--- src/rtl/mmed_pkg.sv ---
// Shared constants, types and helper functions for the min/max envelope decimator.
// Depends on nothing; rtl/min_max_envelope_decimator.sv uses it by scoped names.
package mmed_pkg;

    // Sample width taken from the input word (low bits, two's complement)
    localparam int SAMPLE_BITS  = 16;
    localparam int SAMPLE_SHIFT = 16 - SAMPLE_BITS;

    // Field and state widths
    localparam int COL_W  = 16;
    localparam int CNT_W  = 24;
    localparam int BND_W  = 40;
    localparam int Q_W    = 32;
    localparam int PROD_W = 48;
    localparam int SUM_W  = 49;
    localparam int CFG_IDX_W = 3;

    // Configuration register indexes
    localparam logic [CFG_IDX_W-1:0] REG_COLUMN_COUNT = 3'd0;
    localparam logic [CFG_IDX_W-1:0] REG_SAMPLE_COUNT = 3'd1;
    localparam logic [CFG_IDX_W-1:0] REG_X_ORIGIN     = 3'd2;
    localparam logic [CFG_IDX_W-1:0] REG_X_STEP       = 3'd3;
    localparam logic [CFG_IDX_W-1:0] REG_Y_OFFSET     = 3'd4;
    localparam logic [CFG_IDX_W-1:0] REG_Y_GAIN       = 3'd5;

    typedef logic signed [Q_W-1:0]    coord_t;
    typedef logic signed [15:0]       smp_t;
    typedef logic signed [PROD_W-1:0] prod_t;
    typedef logic signed [SUM_W-1:0]  ysum_t;

    // Clamp a widened y sum to signed 32 bits
    function automatic coord_t sat_y(input ysum_t v);
        coord_t r;
        if (v[SUM_W-1:Q_W-1] == '0 || v[SUM_W-1:Q_W-1] == '1)
        begin
            r = v[Q_W-1:0];
        end
        else if (v[SUM_W-1])
        begin
            r = 32'sh8000_0000;
        end
        else
        begin
            r = 32'sh7FFF_FFFF;
        end
        return r;
    endfunction

    // Absolute difference of two Q16.16 values
    function automatic logic [Q_W:0] abs_diff(input coord_t a, input coord_t b);
        logic signed [Q_W:0] d;
        d = (Q_W+1)'(a) - (Q_W+1)'(b);
        return d[Q_W] ? (Q_W+1)'(-d) : (Q_W+1)'(d);
    endfunction

endpackage

--- src/rtl/min_max_envelope_decimator.sv ---
// Min/max envelope decimator: scope samples in, Q16.16 screen vertices out.
// An accepted input word is registered in stages A, B and C and then in the output buffer.
// Throughput: one input word per cycle when not stalled; one output word per cycle while
// m_axis_tready is high, so a column end (two vertices, single master port) takes two words.
// Reset (rst_n, asynchronous, active low) loads the register reset values, empties
// the pipeline and starts a new frame; any register write also restarts the frame.
// Depends on rtl/mmed_pkg.sv.
module min_max_envelope_decimator
(
    input  logic        clk,
    input  logic        rst_n,
    // configuration write port
    input  logic        cfg_we,
    input  logic [2:0]  cfg_index,
    input  logic [31:0] cfg_data,
    // sample stream in
    input  logic        s_axis_tvalid,
    output logic        s_axis_tready,
    input  logic [15:0] s_axis_tdata,   // [15:0] sample
    // vertex stream out
    output logic        m_axis_tvalid,
    input  logic        m_axis_tready,
    output logic [63:0] m_axis_tdata,   // [31:0] x_pos, [63:32] y_pos
    output logic        m_axis_tlast,   // last_of_run
    output logic [1:0]  m_axis_tuser    // [0] envelope_mode, [1] frame_end
);

    // ------------------------------------------------------------------
    // Configuration registers
    // ------------------------------------------------------------------
    logic [mmed_pkg::COL_W-1:0] column_count_reg;
    logic [mmed_pkg::CNT_W-1:0] sample_count_reg;
    mmed_pkg::coord_t           x_origin_reg;
    logic [mmed_pkg::Q_W-1:0]   x_step_reg;
    mmed_pkg::coord_t           y_offset_reg;
    mmed_pkg::coord_t           y_gain_reg;
    logic                       cfg_hit;

    // Frame state
    logic [mmed_pkg::CNT_W-1:0] idx_reg;
    logic [mmed_pkg::BND_W-1:0] bp_reg;
    logic [mmed_pkg::BND_W-1:0] thr_reg;
    logic [mmed_pkg::COL_W-1:0] col_reg;
    logic                       hp_reg;
    logic                       open_reg;
    mmed_pkg::smp_t             rmin_reg;
    mmed_pkg::smp_t             rmax_reg;
    logic [mmed_pkg::Q_W-1:0]   xacc_reg;

    // Front stage decode
    logic [15:0]                samp_shl;
    mmed_pkg::smp_t             s_val;
    logic                       s_fire;
    logic                       cnt_zero;
    logic                       start;
    logic [mmed_pkg::COL_W-1:0] cols;
    logic                       last;
    logic                       interp;
    logic [mmed_pkg::BND_W-1:0] bp_eff;
    logic [mmed_pkg::BND_W-1:0] thr_eff;
    logic [mmed_pkg::COL_W-1:0] col_eff;
    logic                       hp_eff;
    logic                       open_eff;
    logic [mmed_pkg::Q_W-1:0]   xacc_eff;
    logic [mmed_pkg::BND_W-1:0] bp_next;
    logic [mmed_pkg::BND_W:0]   bp_look;
    logic                       close;
    logic                       a_emit;
    mmed_pkg::smp_t             rmin_next;
    mmed_pkg::smp_t             rmax_next;
    logic [mmed_pkg::Q_W-1:0]   a_x_next;

    // Pipeline stage A: captured vertex request
    logic                       a_valid_reg;
    logic [mmed_pkg::Q_W-1:0]   a_x_reg;
    mmed_pkg::smp_t             a_smax_reg;
    mmed_pkg::smp_t             a_smin_reg;
    logic                       a_env_reg;
    logic                       a_fe_reg;
    logic                       a_first_reg;

    // Pipeline stage B: products
    logic                       b_valid_reg;
    logic [mmed_pkg::Q_W-1:0]   b_x_reg;
    mmed_pkg::prod_t            b_pmax_reg;
    mmed_pkg::prod_t            b_pmin_reg;
    mmed_pkg::prod_t            b_pmax_next;
    mmed_pkg::prod_t            b_pmin_next;
    logic                       b_env_reg;
    logic                       b_fe_reg;
    logic                       b_first_reg;

    // Pipeline stage C: saturated y values
    logic                       c_valid_reg;
    logic [mmed_pkg::Q_W-1:0]   c_x_reg;
    mmed_pkg::coord_t           c_ymax_reg;
    mmed_pkg::coord_t           c_ymin_reg;
    mmed_pkg::coord_t           c_ymax_next;
    mmed_pkg::coord_t           c_ymin_next;
    logic                       c_env_reg;
    logic                       c_fe_reg;
    logic                       c_first_reg;

    // Output buffer: one or two vertices
    logic                       o_valid_reg;
    logic                       o_sel_reg;
    logic [mmed_pkg::Q_W-1:0]   o_x_reg;
    mmed_pkg::coord_t           o_y0_reg;
    mmed_pkg::coord_t           o_y1_reg;
    logic                       o_env_reg;
    logic                       o_fe_reg;
    mmed_pkg::coord_t           prev_reg;
    logic                       top_first;
    mmed_pkg::coord_t           o_y0_next;
    mmed_pkg::coord_t           o_y1_next;

    // Flow control
    logic                       a_free;
    logic                       b_free;
    logic                       c_free;
    logic                       o_free;
    logic                       o_lastword;
    logic                       m_fire;
    logic                       o_load;

    // ------------------------------------------------------------------
    // Handshake chain
    // ------------------------------------------------------------------
    assign o_lastword    = !o_env_reg || o_sel_reg;
    assign m_fire        = o_valid_reg && m_axis_tready;
    assign o_free        = !o_valid_reg || (m_axis_tready && o_lastword);
    assign c_free        = !c_valid_reg || o_free;
    assign b_free        = !b_valid_reg || c_free;
    assign a_free        = !a_valid_reg || b_free;
    assign o_load        = c_valid_reg && o_free;
    assign s_axis_tready = a_free;
    assign s_fire        = s_axis_tvalid && a_free;

    // ------------------------------------------------------------------
    // Configuration writes
    // ------------------------------------------------------------------
    always_comb
    begin
        unique case (cfg_index) inside
            mmed_pkg::REG_COLUMN_COUNT,
            mmed_pkg::REG_SAMPLE_COUNT,
            mmed_pkg::REG_X_ORIGIN,
            mmed_pkg::REG_X_STEP,
            mmed_pkg::REG_Y_OFFSET,
            mmed_pkg::REG_Y_GAIN:     cfg_hit = cfg_we;
            default:                  cfg_hit = 1'b0;
        endcase
    end

    always_ff @(posedge clk or negedge rst_n)
    begin
        if (!rst_n)
        begin
            column_count_reg <= 16'd1;
            sample_count_reg <= '0;
            x_origin_reg     <= '0;
            x_step_reg       <= '0;
            y_offset_reg     <= '0;
            y_gain_reg       <= '0;
        end
        else if (cfg_we)
        begin
            unique case (cfg_index)
                mmed_pkg::REG_COLUMN_COUNT: column_count_reg <= cfg_data[15:0];
                mmed_pkg::REG_SAMPLE_COUNT: sample_count_reg <= cfg_data[23:0];
                mmed_pkg::REG_X_ORIGIN:     x_origin_reg     <= cfg_data;
                mmed_pkg::REG_X_STEP:       x_step_reg       <= cfg_data;
                mmed_pkg::REG_Y_OFFSET:     y_offset_reg     <= cfg_data;
                mmed_pkg::REG_Y_GAIN:       y_gain_reg       <= cfg_data;
                default:                    ;
            endcase
        end
    end

    // ------------------------------------------------------------------
    // Front stage: frame bookkeeping and column boundary test
    // ------------------------------------------------------------------
    assign samp_shl = s_axis_tdata << mmed_pkg::SAMPLE_SHIFT;
    assign s_val    = $signed(samp_shl) >>> mmed_pkg::SAMPLE_SHIFT;

    assign cnt_zero = (sample_count_reg == '0);
    assign start    = (idx_reg == '0);
    assign cols     = (column_count_reg == '0) ? 16'd1 : column_count_reg;
    assign last     = ({1'b0, idx_reg} + 25'd1) >= {1'b0, sample_count_reg};
    assign interp   = sample_count_reg <= {8'd0, cols};

    // Fresh frame values take over at the first sample of a frame
    assign bp_eff   = start ? '0 : bp_reg;
    assign thr_eff  = start ? {16'd0, sample_count_reg} : thr_reg;
    assign col_eff  = start ? '0 : col_reg;
    assign hp_eff   = start ? 1'b0 : hp_reg;
    assign open_eff = start ? 1'b0 : open_reg;
    assign xacc_eff = start ? x_origin_reg : xacc_reg;

    // Column closes when the next sample would cross the threshold, or at the frame's last sample
    assign bp_next  = bp_eff + {24'd0, cols};
    assign bp_look  = {1'b0, bp_next} + {25'd0, cols};
    assign close    = last || (bp_look > {1'b0, thr_eff});
    assign a_emit   = interp || close;

    // Track column extremes
    always_comb
    begin
        if (!open_eff)
        begin
            rmin_next = s_val;
            rmax_next = s_val;
        end
        else
        begin
            rmin_next = (s_val < rmin_reg) ? s_val : rmin_reg;
            rmax_next = (s_val > rmax_reg) ? s_val : rmax_reg;
        end
    end

    assign a_x_next = interp ? xacc_eff : (x_origin_reg + {col_eff, 16'h0000});

    // Advance frame state on each accepted word while the sample count is nonzero
    always_ff @(posedge clk or negedge rst_n)
    begin
        if (!rst_n)
        begin
            idx_reg  <= '0;
            bp_reg   <= '0;
            thr_reg  <= '0;
            col_reg  <= '0;
            hp_reg   <= 1'b0;
            open_reg <= 1'b0;
            rmin_reg <= '0;
            rmax_reg <= '0;
            xacc_reg <= '0;
        end
        else if (cfg_hit)
        begin
            idx_reg <= '0;
        end
        else if (s_fire && !cnt_zero)
        begin
            idx_reg <= last ? '0 : idx_reg + 24'd1;
            if (interp)
            begin
                bp_reg   <= bp_eff;
                thr_reg  <= thr_eff;
                col_reg  <= col_eff;
                hp_reg   <= hp_eff;
                open_reg <= open_eff;
                xacc_reg <= xacc_eff + x_step_reg;
            end
            else
            begin
                bp_reg   <= bp_next;
                xacc_reg <= xacc_eff;
                rmin_reg <= rmin_next;
                rmax_reg <= rmax_next;
                if (close)
                begin
                    open_reg <= 1'b0;
                    col_reg  <= col_eff + 16'd1;
                    thr_reg  <= thr_eff + {16'd0, sample_count_reg};
                    hp_reg   <= 1'b1;
                end
                else
                begin
                    open_reg <= 1'b1;
                    col_reg  <= col_eff;
                    thr_reg  <= thr_eff;
                    hp_reg   <= hp_eff;
                end
            end
        end
    end

    // ------------------------------------------------------------------
    // Stage A register
    // ------------------------------------------------------------------
    always_ff @(posedge clk or negedge rst_n)
    begin
        if (!rst_n)
        begin
            a_valid_reg <= 1'b0;
        end
        else if (s_fire)
        begin
            a_valid_reg <= a_emit && !cnt_zero;
        end
        else if (b_free)
        begin
            a_valid_reg <= 1'b0;
        end
    end

    always_ff @(posedge clk)
    begin
        if (s_fire && a_emit)
        begin
            a_x_reg     <= a_x_next;
            a_smax_reg  <= interp ? s_val : rmax_next;
            a_smin_reg  <= rmin_next;
            a_env_reg   <= !interp;
            a_fe_reg    <= last;
            a_first_reg <= !hp_eff;
        end
    end

    // ------------------------------------------------------------------
    // Stage B: scale by gain
    // ------------------------------------------------------------------
    assign b_pmax_next = mmed_pkg::prod_t'(y_gain_reg) * mmed_pkg::prod_t'(a_smax_reg);
    assign b_pmin_next = mmed_pkg::prod_t'(y_gain_reg) * mmed_pkg::prod_t'(a_smin_reg);

    always_ff @(posedge clk or negedge rst_n)
    begin
        if (!rst_n)
        begin
            b_valid_reg <= 1'b0;
        end
        else if (b_free)
        begin
            b_valid_reg <= a_valid_reg;
        end
    end

    always_ff @(posedge clk)
    begin
        if (b_free && a_valid_reg)
        begin
            b_x_reg     <= a_x_reg;
            b_pmax_reg  <= b_pmax_next;
            b_pmin_reg  <= b_pmin_next;
            b_env_reg   <= a_env_reg;
            b_fe_reg    <= a_fe_reg;
            b_first_reg <= a_first_reg;
        end
    end

    // ------------------------------------------------------------------
    // Stage C: add offset and saturate
    // ------------------------------------------------------------------
    assign c_ymax_next = mmed_pkg::sat_y(mmed_pkg::ysum_t'(y_offset_reg)
                                         + mmed_pkg::ysum_t'(b_pmax_reg));
    assign c_ymin_next = mmed_pkg::sat_y(mmed_pkg::ysum_t'(y_offset_reg)
                                         + mmed_pkg::ysum_t'(b_pmin_reg));

    always_ff @(posedge clk or negedge rst_n)
    begin
        if (!rst_n)
        begin
            c_valid_reg <= 1'b0;
        end
        else if (c_free)
        begin
            c_valid_reg <= b_valid_reg;
        end
    end

    always_ff @(posedge clk)
    begin
        if (c_free && b_valid_reg)
        begin
            c_x_reg     <= b_x_reg;
            c_ymax_reg  <= c_ymax_next;
            c_ymin_reg  <= c_ymin_next;
            c_env_reg   <= b_env_reg;
            c_fe_reg    <= b_fe_reg;
            c_first_reg <= b_first_reg;
        end
    end

    // ------------------------------------------------------------------
    // Order the pair: vertex nearer the previous exit goes first
    // ------------------------------------------------------------------
    assign top_first = c_first_reg ||
                       (mmed_pkg::abs_diff(c_ymax_reg, prev_reg)
                        <= mmed_pkg::abs_diff(c_ymin_reg, prev_reg));
    assign o_y0_next = (!c_env_reg || top_first) ? c_ymax_reg : c_ymin_reg;
    assign o_y1_next = top_first ? c_ymin_reg : c_ymax_reg;

    always_ff @(posedge clk or negedge rst_n)
    begin
        if (!rst_n)
        begin
            o_valid_reg <= 1'b0;
            o_sel_reg   <= 1'b0;
            prev_reg    <= '0;
        end
        else if (o_load)
        begin
            o_valid_reg <= 1'b1;
            o_sel_reg   <= 1'b0;
            if (c_env_reg)
            begin
                prev_reg <= o_y1_next;
            end
        end
        else if (m_fire)
        begin
            if (o_lastword)
            begin
                o_valid_reg <= 1'b0;
            end
            else
            begin
                o_sel_reg <= 1'b1;
            end
        end
    end

    always_ff @(posedge clk)
    begin
        if (o_load)
        begin
            o_x_reg   <= c_x_reg;
            o_y0_reg  <= o_y0_next;
            o_y1_reg  <= o_y1_next;
            o_env_reg <= c_env_reg;
            o_fe_reg  <= c_fe_reg;
        end
    end

    // Drive the master port
    assign m_axis_tvalid = o_valid_reg;
    assign m_axis_tdata  = {(o_sel_reg ? o_y1_reg : o_y0_reg), o_x_reg};
    assign m_axis_tlast  = o_lastword;
    assign m_axis_tuser  = {o_fe_reg && o_lastword, o_env_reg};

    // ------------------------------------------------------------------
    // Assertions
    // ------------------------------------------------------------------
    a_second_only_in_pair: assert property (@(posedge clk) disable iff (!rst_n)
        o_valid_reg && o_sel_reg |-> o_env_reg)
        else $error("second vertex shown for a single-vertex word");

    a_zero_count_drops: assert property (@(posedge clk) disable iff (!rst_n)
        s_fire && cnt_zero |=> !a_valid_reg)
        else $error("word accepted with zero sample count produced output");

    a_index_in_frame: assert property (@(posedge clk) disable iff (!rst_n)
        idx_reg == '0 || idx_reg < sample_count_reg)
        else $error("sample index ran past the frame");

    a_pair_continues: assert property (@(posedge clk) disable iff (!rst_n)
        m_fire && !o_lastword |=> m_axis_tvalid && o_sel_reg)
        else $error("second vertex of a pair lost");

endmodule
--- config.mk ---
export PLATFORM = sky130hd
export DESIGN_NAME = min_max_envelope_decimator
export DESIGN_NICKNAME = d
export VERILOG_FILES = /design/src/rtl/mmed_pkg.sv /design/src/rtl/min_max_envelope_decimator.sv
export SDC_FILE = /design/constraint.sdc
export NUM_CORES = 2
export LEC_CHECK = 0
export ABC_CLOCK_PERIOD_IN_PS = 15200
export BUFFER_PORTS_ARGS = -buffer_cell sky130_fd_sc_hd__clkbuf_2
export CAP_MARGIN = 5
export CORE_ASPECT_RATIO = 0.5
export CORE_MARGIN = 3
export CORE_UTILIZATION = 45
export DETAILED_ROUTE_END_ITERATION = 16
export PLACE_DENSITY = 0.65
export SLEW_MARGIN = 20
export SYNTH_ARGS = -nofsm -noshare
export SYNTH_HDL_FRONTEND = slang
export SYNTH_SLANG_ARGS = --single-unit
--- constraint.sdc ---
create_clock -name clk -period 15.2 [get_ports clk]
set_clock_uncertainty 0.2 [all_clocks]
set_input_delay 0.76 -clock clk [delete_from_list [all_inputs] [get_ports clk]]
set_output_delay 0.76 -clock clk [all_outputs]
set_load 0.01 [all_outputs]
==> flow_summary.json <==
{
  "synth_area_um2": 85200,
  "first_global_vias": 64410,
  "syn-num-nets": 10560,
  "nFillCells": 17440,
  "register_area_um2": 21650,
  "clk_path_buf_depth": 3,
  "io_pins": 125,
  "syn_to_final_growth_pct": 7.228,
  "cts_resized": 0,
  "gp_congestion": 0.9045,
  "nets": 10500,
  "ctsHtreeMaxLevel": 3,
  "wirelength_um": 228200,
  "r2r_slack_ns": 5.36,
  "mostFrequentLayoutCells": "inv_1 (1237), nand2_1 (1172), fa_1 (981)",
  "clock_latency_ns": 0.72,
  "r2r_cells": 35,
  "yosysWarnings": 0,
  "fp.dieH_um": 313.7,
  "crit_path_top_delay_cell": "o311ai_1",
  "cp.arrival_ns": 10.23,
  "synth_top_family_by_area": "adder cells",
  "synth_fa_ha_area_frac": 0.3245,
  "wl_per_cell_um": 19.98,
  "min_to": "o_sel_reg$_DFFE_PN0P_",
  "synthXorXnorAreaFrac": 0.04749,
  "initial_core_util": 0.4547,
  "yosysSeqAreaShare": 0.2541,
  "die_area_um2": 194900,
  "worstMarginPinSlew_ns": 1.090,
  "async_reset_ff_frac": 0.4975,
  "finalSetupTns_ns": 0,
  "max-slew-margin-rel": 0.2668,
  "holdPathStages": 3,
  "min_from": "m_axis_tready",
  "drt-pass1-iter-count": 6,
  "worst_r2r_endpoint": "thr_reg[39]$_DFFE_PN0P_",
  "antenna_found_initial": 15,
  "reg2reg_from": "idx_reg[0]$_DFFE_PN0P_",
  "core_area_um2": 187400,
  "max_cap_violations": 0,
  "setup_viol": 0,
  "synth_compound_area_frac": 0.1087,
  "muxShareOfSynthArea": 0.04893,
  "drive_above_1_share": 0.08569,
  "vias_per_cell": 5.488,
  "ant_nets": 0,
  "maxSlewViolCount": 0,
  "startpoint_type": "flop",
  "cts_made_buffers": 82,
  "cpMostUsedCell": "ha_1",
  "path_max_fanout": 66,
  "synth-simple-area-share": 0.1442,
  "worstPathRequired_ns": 15.58,
  "dpl.hpwl_um": 173700,
  "ys_types": 96,
  "synth_area_per_cell_um2": 9.588,
  "clk_pin_slew_ns": 0.07,
  "critPathCaptureType": "flop",
  "vias": 62670,
  "max_stage_delay_ns": 0.85,
  "layout_commonest_cell": "inv_1",
  "grt_overflow": 0,
  "max_freq_mhz": 101.6,
  "grt_util_all_layers": 0.2390,
  "synthFlopType": "edfxtp_1",
  "placementRows": 112,
  "hold_class": "primary input to flop",
  "grt_first_pass_wirelength_um": 367400,
  "grt_max_degree": 75,
  "synth_edf_count": 395,
  "drc": 0,
  "io_buffers": 124,
  "hold_violations": 0,
  "min_period_over_period": 0.6475,
  "cts.sinks": 786,
  "synth-seq-cells": 786,
  "min_period_ns": 9.843,
  "rsz0062_at_grt": "false",
  "cts-root-buf": "clkbuf_16",
  "cts_tree": "done",
  "drt_iter0_drc": 4725,
  "synth_cells": 8886,
  "die_w_um": 621.4,
  "crit_type": "flop to flop",
  "multi_input_area_um2": 57540,
  "status": "finished clean"
}
routing by layer:
layer	global-route usage	vias up	routed length (um)
met4	0.09192	2	9167
met1	0.3255	31510	100900
met2	0.3851	1638	104400
met3	0.03718	340	13760
met5	0	-	13
li1	-	29170	-
synthesized netlist by cell type (48+ instances only):
master    count  area, um2
mux2i_1      49      490.5
nor3_1       90      450.4
nand4_1      80      500.5
a21o_1      222       1667
mux2_2      320       3603
clkbuf_1    351       1318
a21oi_1     429       2147
o21ai_0     314       1572
a31oi_1      48      300.3
and2_1      389       2434
xnor2_1     284       2487
nor2b_1      57      356.6
fa_1        981      19640
and3_1       64      400.4
nand3_1     100      500.5
xor2_1      178       1559
nand2_1    1174       4407
nand2b_1    144      900.9
ha_1        640       8008
inv_1      1238       4647
edfxtp_1    395      11860
nor2_1      302       1134
o21bai_1     50      375.4
o21a_1       84      630.6
dfrtp_1     390       9759
cell families (layout without fill, tap and decap cells):
group,count (synthesis),count (layout)
simple gates,2554,2554
xor+xnor,462,462
compound gates,1466,1466
mux,374,374
other cells,0,17
flops,786,786
fa+ha+maj,1621,1621
buf+inv,1623,1630
worst max-delay path by stage:
stage	from	endpoint	slack, ns	depth (start not counted)
floorplan	idx_reg[0]$_DFFE_PN0P_	a_env_reg$_DFFE_PP_	4.47	40
global placement	idx_reg[0]$_DFFE_PN0P_	thr_reg[39]$_DFFE_PN0P_	5.58	36
detailed placement	idx_reg[0]$_DFFE_PN0P_	thr_reg[39]$_DFFE_PN0P_	5.46	35
CTS	idx_reg[0]$_DFFE_PN0P_	thr_reg[39]$_DFFE_PN0P_	5.42	35
global route	idx_reg[0]$_DFFE_PN0P_	thr_reg[39]$_DFFE_PN0P_	4.57	39
finish	idx_reg[0]$_DFFE_PN0P_	thr_reg[39]$_DFFE_PN0P_	5.36	35
worst max-delay path, delay by kind of cell (launching register included):
kind / cells / cell delay [ns]
flip-flops: 1 / 0.44
XOR/XNOR: 3 / 0.44
AND/OR/NAND/NOR: 17 / 3.98
buffers and inverters: 3 / 1.02
adder cells (fa/ha/maj): 4 / 1.13
AO/OA/AOI/OAI: 8 / 2.40
layout make-up:
cell class	count	share of cell area
diodes	17	0.0004657
clock inverters	42	0.005944
flip-flops and latches	786	0.2369
inverters	1239	0.05092
well taps	2508	0.03435
repair buffers	237	0.01652
clock buffers	112	0.02504
multi-input cells	6477	0.6298
timing repair:
item | CTS | global route
hold buffers | 1 | 0
endpoints found under the setup margin | 0 | 0
buffers inserted | 0 | 0
endpoints found under the hold margin | 62 | 0
through the flow:
stage | hold slack [ns] | util | std cells | worst slack, ns | instance area [um2]
after floorplan | 0.2003 | - | 8886 | 4.470 | 85200
after global placement | 0.2008 | 0.4719 | 11240 | 5.584 | 88420
after detailed placement | 0.2045 | 0.4720 | 11240 | 5.464 | 88420
after CTS | 0.03438 | 0.4871 | 11400 | 5.423 | 91270
after global routing | 0.08373 | 0.4876 | 11410 | 4.571 | 91350
final | 0.08599 | 0.4876 | 11420 | 5.357 | 91360
Power is not shown: default switching activity piles up to over one toggle a cycle in this logic, so the estimate is an artifact.
